<file path="config.mk">
export PLATFORM = sky130hd
export DESIGN_NAME = ngm_mod
export DESIGN_NICKNAME = d
export VERILOG_FILES = /design/src/rtl/ngm_pkg.sv /design/src/rtl/ngm_mod.sv
export SDC_FILE = /design/constraint.sdc
export NUM_CORES = 1
export LEC_CHECK = 0
export CAP_MARGIN = 20
export CORE_MARGIN = 2
export CORE_UTILIZATION = 35
export CTS_CLUSTER_DIAMETER = 50
export DETAILED_ROUTE_END_ITERATION = 10
export DONT_BUFFER_PORTS = 1
export PLACE_DENSITY = 0.58
export SETUP_SLACK_MARGIN = 0.1
export SYNTH_ARGS = -nofsm -noshare
export SYNTH_HDL_FRONTEND = slang
export SYNTH_SLANG_ARGS = --single-unit
</file>
<file path="constraint.sdc">
create_clock -name clk -period 3.4 [get_ports clk]
set_clock_uncertainty 0.1 [all_clocks]
set_input_delay 0.17 -clock clk [delete_from_list [all_inputs] [get_ports clk]]
set_output_delay 0.17 -clock clk [all_outputs]
set_load 0.02 [all_outputs]
</file>
<file path="src/rtl/ngm_pkg.sv">
// shared types, constants and helper functions of the order-3 markov generator
// depends on nothing
`default_nettype none
package ngm_pkg;

  localparam int unsigned COUNT_BITS_DEF = 16;
  localparam int unsigned NSYM           = 27;
  localparam int unsigned TABLE_DEPTH    = 531441;
  localparam int unsigned ADDR_W         = 20;
  localparam int unsigned RAND_W         = 31;

  localparam logic [4:0]  SYM_SPACE   = 5'd26;
  localparam logic [4:0]  SYM_DEAD    = 5'd27;
  localparam logic [14:0] CTX_THE     = {5'd19, 5'd7, 5'd4};
  localparam logic [6:0]  CHAR_SPACE  = 7'd32;
  localparam logic [6:0]  CHAR_QMARK  = 7'd63;
  localparam logic [6:0]  CHAR_A      = 7'd97;

  typedef enum logic [1:0] {
    OP_LEARN   = 2'd0,
    OP_GEN     = 2'd1,
    OP_RESTART = 2'd2,
    OP_NONE    = 2'd3
  } op_t;

  typedef enum logic [3:0] {
    ST_CLEAR,
    ST_IDLE,
    ST_L_RD,
    ST_L_WR,
    ST_G_SUM,
    ST_G_DIV_GO,
    ST_G_DIV_WAIT,
    ST_G_WALK,
    ST_OUT
  } state_t;

  // letters of either case map to 0..25, everything else to space
  function automatic logic [4:0] fold_symbol(input logic [7:0] b);
    logic [7:0] l;
    l = b;
    if (b >= 8'd65 && b <= 8'd90) l = b + 8'd32;
    if (l >= 8'd97 && l <= 8'd122) return 5'(l - 8'd97);
    return SYM_SPACE;
  endfunction

  function automatic logic ctx_ok(input logic [14:0] ctx);
    return (ctx[14:10] < 5'd27) && (ctx[9:5] < 5'd27) && (ctx[4:0] < 5'd27);
  endfunction

  // first follower address of a context: ((s3*27+s2)*27+s1)*27
  function automatic logic [ADDR_W-1:0] ctx_base(input logic [14:0] ctx);
    logic [ADDR_W-1:0] a;
    a = ADDR_W'(ctx[14:10]) * ADDR_W'(27) + ADDR_W'(ctx[9:5]);
    a = a * ADDR_W'(27) + ADDR_W'(ctx[4:0]);
    return a * ADDR_W'(27);
  endfunction

endpackage
`default_nettype wire

</file>
<file path="src/rtl/ngm_mod.sv">
// bit-serial restoring modulo unit, one dividend bit per cycle
// depends on ngm_pkg
`default_nettype none
module ngm_mod #(
  parameter int unsigned SUM_W = 21
) (
  input  wire logic                     clk,
  input  wire logic                     rst,
  input  wire logic                     start,
  input  wire logic [ngm_pkg::RAND_W-1:0] dividend,
  input  wire logic [SUM_W-1:0]         divisor,
  output logic                          done,
  output logic      [SUM_W-1:0]         remainder
);
  import ngm_pkg::*;

  logic              running;
  logic [4:0]        cnt;
  logic [RAND_W-1:0] q;
  logic [SUM_W:0]    trial;

  assign trial = {remainder, q[RAND_W-1]};

  always_ff @(posedge clk) begin
    if (rst) begin
      running <= 1'b0;
      done    <= 1'b0;
    end else begin
      done <= 1'b0;
      if (start) begin
        running   <= 1'b1;
        cnt       <= 5'(RAND_W - 1);
        q         <= dividend;
        remainder <= '0;
      end else if (running) begin
        q <= {q[RAND_W-2:0], 1'b0};
        if (trial >= {1'b0, divisor}) remainder <= SUM_W'(trial - {1'b0, divisor});
        else remainder <= SUM_W'(trial);
        if (cnt == 5'd0) begin
          running <= 1'b0;
          done    <= 1'b1;
        end else begin
          cnt <= cnt - 5'd1;
        end
      end
    end
  end

  a_done_pulse: assert property (@(posedge clk) disable iff (rst) done |=> !done)
    else $error("modulo done held");
endmodule
`default_nettype wire

</file>
# Word-level counts from Yosys, hierarchy flattened
# Index checks and enable logic that the tools add are counted.
[totals]
register_bits = 59
in_bits = 55
output_inout_bits = 22
word_cells = 26
[classes]
n_addsub = 2
n_lt_le_gt_ge = 1
n_eq_ne = 1
muxes = 10
n_bitwise = 2
n_reduce_logical = 5
[ops]
columns = ["op", "n"]
rows = [
  ["$mux 31", 2],
  ["$mux 21", 2],
  ["$ge 22x21->1", 1],
  ["$sub 21x21->21", 1],
  ["$mux 5", 2],
  ["$logic_not 5->1", 1],
  ["$sub 5x1->5 const B", 1],
  ["$mux 1", 4],
  ["$reduce_and 3->1", 1],
  ["$reduce_or 3->1", 1],
  ["$ne 2x2->1 const B", 1],
  ["$not 1->1", 2],
  ["$reduce_and 2->1", 1],
  ["$reduce_bool 2->1", 1],
]

# Longest topological paths before layout
[logic_depth]
depth_word = 4
depth_mapped = 12
depth_no_buf = 11

# Worst setup path after synthesis
# OpenSTA, ideal clock, no wires.
[synth_timing]
path_type = "input-to-reg"
start = "in start"
end = "reg cnt[0] (enable)"
setup_ns = 0.318
arrival_ns = 3.065
required_ns = 2.982
slack_ns = -0.083
stages = 4
n_path_buf = 1
path_cell_list = "clkbuf_1 nor2_1 nor2_1 and2_1"
[synth_via]
elab_chain_len = 2
elab_cells_between_ends = 3
cone_classes = "1 x eq/ne; 2 x reduce/logical"
[synth_rtl]
columns = ["item", "line_no", "source"]
rows = [
  ["start: declaration", "ngm_mod.sv:9", "input wire logic start,"],
  ["$ne 2x2->1 (no source line) or $reduce_bool 2->1 (tied branches)", "--", ""],
  ["$reduce_and 3->1 (no source line) *", "--", ""],
  ["end signal: assignment", "ngm_mod.sv:32", "cnt <= 5'(RAND_W - 1);"],
  ["end signal: assignment", "ngm_mod.sv:43", "cnt <= cnt - 5'd1;"],
  ["end: declaration", "ngm_mod.sv:18", "logic [4:0] cnt;"],
]
# Mark *: on every way between the ends. The rest lies on a longest branch, timed or not.
# A chain may end at the register's enable or synchronous reset.

# Final worst setup path
[layout_timing]
start = "reg q[30]"
end = "reg remainder[13] (data pin)"
[layout_via]
elab_chain_len = 3
elab_cells_between_ends = 4
cone_classes = "1 x add/sub; 1 x order compare; 2 x mux"
[layout_rtl]
columns = ["item", "line_no", "source"]
rows = [
  ["start: declaration", "ngm_mod.sv:19", "logic [RAND_W-1:0] q;"],
  ["start signal: assignment", "ngm_mod.sv:33", "q <= dividend;"],
  ["start signal: assignment", "ngm_mod.sv:36", "q <= {q[RAND_W-2:0], 1'b0};"],
  ["$sub 21x21->21 or $ge 22x21->1 (tied branches)", "ngm_mod.sv:37", "if (trial >= {1'b0, divisor}) remainder <= SUM_W'(trial - {1'b0, divisor});"],
  ["$mux 21 *", "ngm_mod.sv:37", ""],
  ["$mux 21 *", "ngm_mod.sv:35", "end else if (running) begin"],
  ["end signal: assignment", "ngm_mod.sv:37", ""],
  ["end signal: assignment", "ngm_mod.sv:38", "else remainder <= SUM_W'(trial);"],
  ["end: declaration", "ngm_mod.sv:13", "output logic [SUM_W-1:0] remainder"],
]
# Mark *: on every way between the ends. The rest lies on a longest branch, timed or not. The select of a mux whose other input is x is not followed.

==> impl_metrics.env <==
export IMPL_status="finished, final reports clean"
export IMPL_die_height_um=107
export IMPL_drt_total_wl_mm=7.97
export IMPL_max_freq_mhz=335
export IMPL_syn2layout_area_growth_pct=19.9
export IMPL_swShare_pct=31.7
export IMPL_drt_pass1_iterations=4
export IMPL_synth_top_family_by_area="multiplexers"
export IMPL_crit_type="reg -> reg"
export IMPL_fill_cells=989
export IMPL_worst_path_max_delay_cell="o31ai_1"
export IMPL_maxCapViolCount=0
export IMPL_timing_critical_path_cells="inv_1 > ha_1 > inv_1 > fa_1 > a21oi_1 > nor2_1 > o31ai_1 > o311ai_2 > a21o_1 > buf_4 > mux2i_1 > nor2_1"
export IMPL_grt_usage_pct=14.7
export IMPL_clk_latency_ps=340
export IMPL_final_hold_viol_count=0
export IMPL_cts_hold_buffers=35
export IMPL_dieArea_mm2=0.0114
export IMPL_pwr_share_comb_pct=24.3
export IMPL_port_buffers=0
export IMPL_via_per_inst=5.13
export IMPL_drive_above_1_share_pct=16.1
export IMPL_synth_fa_ha_area_share_pct=8.32
export IMPL_synth_cell_types=43
export IMPL_fin_nets=454
export IMPL_multi_input_area_mm2=0.00181
export IMPL_switchingPower_uw=679
export IMPL_crit_path_end_kind="flop"
export IMPL_yosysWarnings=0
export IMPL_synth_nets=413
export IMPL_finalPower_mw=2.14
export IMPL_grt_max_degree=57
export IMPL_placed_area_mm2=0.00386
export IMPL_final_cell_area_mm2=0.00444
export IMPL_worstPathMaxFanout=13
export IMPL_wire_per_inst_um=15.4
export IMPL_final_setup_viol_count=0
export IMPL_critPathLaunchType="flop"
export IMPL_yosys_area_share_simple_pct=11.2
export IMPL_fp_row_count=37
export IMPL_worstPathRequired_ps=3400
export IMPL_clock_root_buffer="clkbuf_8"
export IMPL_clock_sinks=59
export IMPL_final_antenna_net_count=0
export IMPL_hold_class="in -> reg"
export IMPL_slew_headroom_pct=54.6
export IMPL_synth_edf_count=57
export IMPL_hpwl_mm=5.49
export IMPL_timing_final_crit_share_pct=87.8
export IMPL_syn_avg_cell_area_um2=11.1
export IMPL_seqCellArea_mm2=0.00175
export IMPL_initialDrtViolationCount=161
export IMPL_coreArea_mm2=0.0103
export IMPL_power_density_mw_per_mm2=483
export IMPL_cts_htree_levels=3
export IMPL_tightest_slew_ps=679
export IMPL_pwr_share_clk_pct=31.6
export IMPL_synth_xor_area_share_pct=4.73
export IMPL_antenna_found_initial=0
export IMPL_ys_flop_type="edfxtp_1"
export IMPL_cts_resized=0
export IMPL_cpPeakStageDelay_ps=420
export IMPL_rsz0062_at_grt="no"
export IMPL_ys_ff_latch=59
export IMPL_clockBufferDepth=2
export IMPL_cp_data_arrival_time_ps=2980
export IMPL_io_pin_count=77
export IMPL_synthArstFlopShare_pct=0
export IMPL_grt_pass1_wl_mm=13.1
export IMPL_intPower_mw=1.46
export IMPL_power_leakage_nw=1.76
export IMPL_cts_setup_buffers=0
export IMPL_numCtsBuffers=9
export IMPL_power_frac_seq_pct=44.1
export IMPL_drv_slew=0
export IMPL_yosysSeqAreaShare_pct=47.3
export IMPL_drcViolationCount=0
export IMPL_start_util_pct=36.0
export IMPL_synth_compound_area_share_pct=10.9
export IMPL_syn_inst=334
export IMPL_via_count=2645
export IMPL_synth_mux_area_share_pct=13.5
export IMPL_cts_tree="built"
export IMPL_setup_tns_ps=0
export IMPL_cts_clk_slew_worst_paths_ps=80
export IMPL_synth_area_mm2=0.00370
export IMPL_ir_drop_mv=0.248
export IMPL_overflow=0
export IMPL_grt_pass1_vias=2737
export IMPL_min_period_ps=2980
export IMPL_antenna_cells=0
export IMPL_die_w_um=107
export IMPL_gp_congestion=0.869
==> Yosys cell counts, drive strengths merged (5+ instances only) <==
| master | instances | area [µm²] |
|---|---|---|
| nor3 | 6 | 30.0 |
| buf | 6 | 37.5 |
| nand3 | 5 | 25.0 |
| nor2 | 33 | 124 |
| mux2i | 16 | 160 |
| edfxtp | 57 | 1710 |
| and2 | 7 | 43.8 |
| o21ai | 15 | 75.1 |
| ha | 23 | 288 |
| mux2 | 30 | 338 |
| nand2 | 17 | 63.8 |
| nand4 | 5 | 31.3 |
| a211oi | 5 | 52.6 |
| a21oi | 27 | 139 |
| xor2 | 14 | 123 |
| inv | 26 | 97.6 |
| xnor2 | 6 | 52.6 |
==> per-stage QoR <==
stage	setup WS (ps)	utilization, %	hold slack [ps]	std cells
detailed placement	417	37.6	153	465
finish	416	43.2	35.0	516
global route	246	43.2	33.1	516
global placement	431	37.6	150	465
CTS	415	43.2	21.6	516
floorplan	672	-	146	334
==> kinds of logic after synthesis <==
| group | count (synthesis) |
|---|---|
| AO/OA/AOI/OAI | 63 |
| flip-flops | 59 |
| AND/OR/NAND/NOR | 86 |
| multiplexers | 46 |
| buffers and inverters | 36 |
| adder cells (fa/ha/maj) | 24 |
| XOR/XNOR | 20 |
==> per-layer routing <==
metal | up-vias | wire (µm) | global-route usage (%)
li1 | 1309 | - | -
met1 | 1240 | 3670 | 18.8
met2 | 84 | 3730 | 24.2
met3 | 12 | 460 | 3.71
met4 | 0 | 110 | 5.10
met5 | - | 0 | 0
==> flip-flops by register name, summed over array words and instances (netlist names) <==
name and cells:
running 1, q 31, remainder 21, cnt 5, done 1
==> worst max-delay path, delay by kind of cell, from the launching register on <==
kind | cells | cell delay, ps
multiplexers | 1 | 180
buffers and inverters | 3 | 340
AO/OA/AOI/OAI | 4 | 1050
flip-flops | 1 | 360
adder cells (fa/ha/maj) | 2 | 570
AND/OR/NAND/NOR | 2 | 130
==> final timing paths <==
kind,depth (start not counted),startpoint,endpoint,slack (ps)
worst max-delay path,12,q[30],remainder[13],420
worst min-delay path,1,rst,q[24],40
worst max register to register,12,q[30],remainder[13],420
worst min register to register,1,q[23],q[24],440
==> cells in the final DEF, fill, tap and decap left out, types with 3 or more instances in the layout <==
master / instances
xnor2_1: 6
clkbuf_8: 9
o21ai_0: 15
a21oi_1: 26
mux2_2: 30
ha_1: 23
nand2b_1: 3
buf_4: 5
nor3_1: 6
inv_6: 3
mux2i_1: 16
xor2_1: 14
inv_1: 26
nand3_1: 5
nor2_1: 32
dlygate4sd3_1: 34
nand2_1: 17
a211oi_2: 3
edfxtp_1: 57
o21bai_1: 3
and2_1: 7
nand4_1: 5
clkinv_4: 3
==> final cells by class <==
type	instances	area share, %
inverters	26	2.20
well taps	136	3.84
repair buffers	40	9.14
multi-input cells	239	40.7
clock inverters	7	1.86
flip-flops and latches	59	39.5
clock buffers	9	2.79
==> power by group through the flow <==
stage	combinational, mW	sequential (mW)	clock [mW]
4_1_cts	0.523	0.944	0.707
2_1_floorplan	0.399	0.949	0
3_3_place_gp	0.470	0.960	0
5_1_grt	0.586	0.952	0.727
6_report	0.521	0.944	0.678
3_5_place_dp	0.475	0.961	0
(Power assumes the default switching activity.)
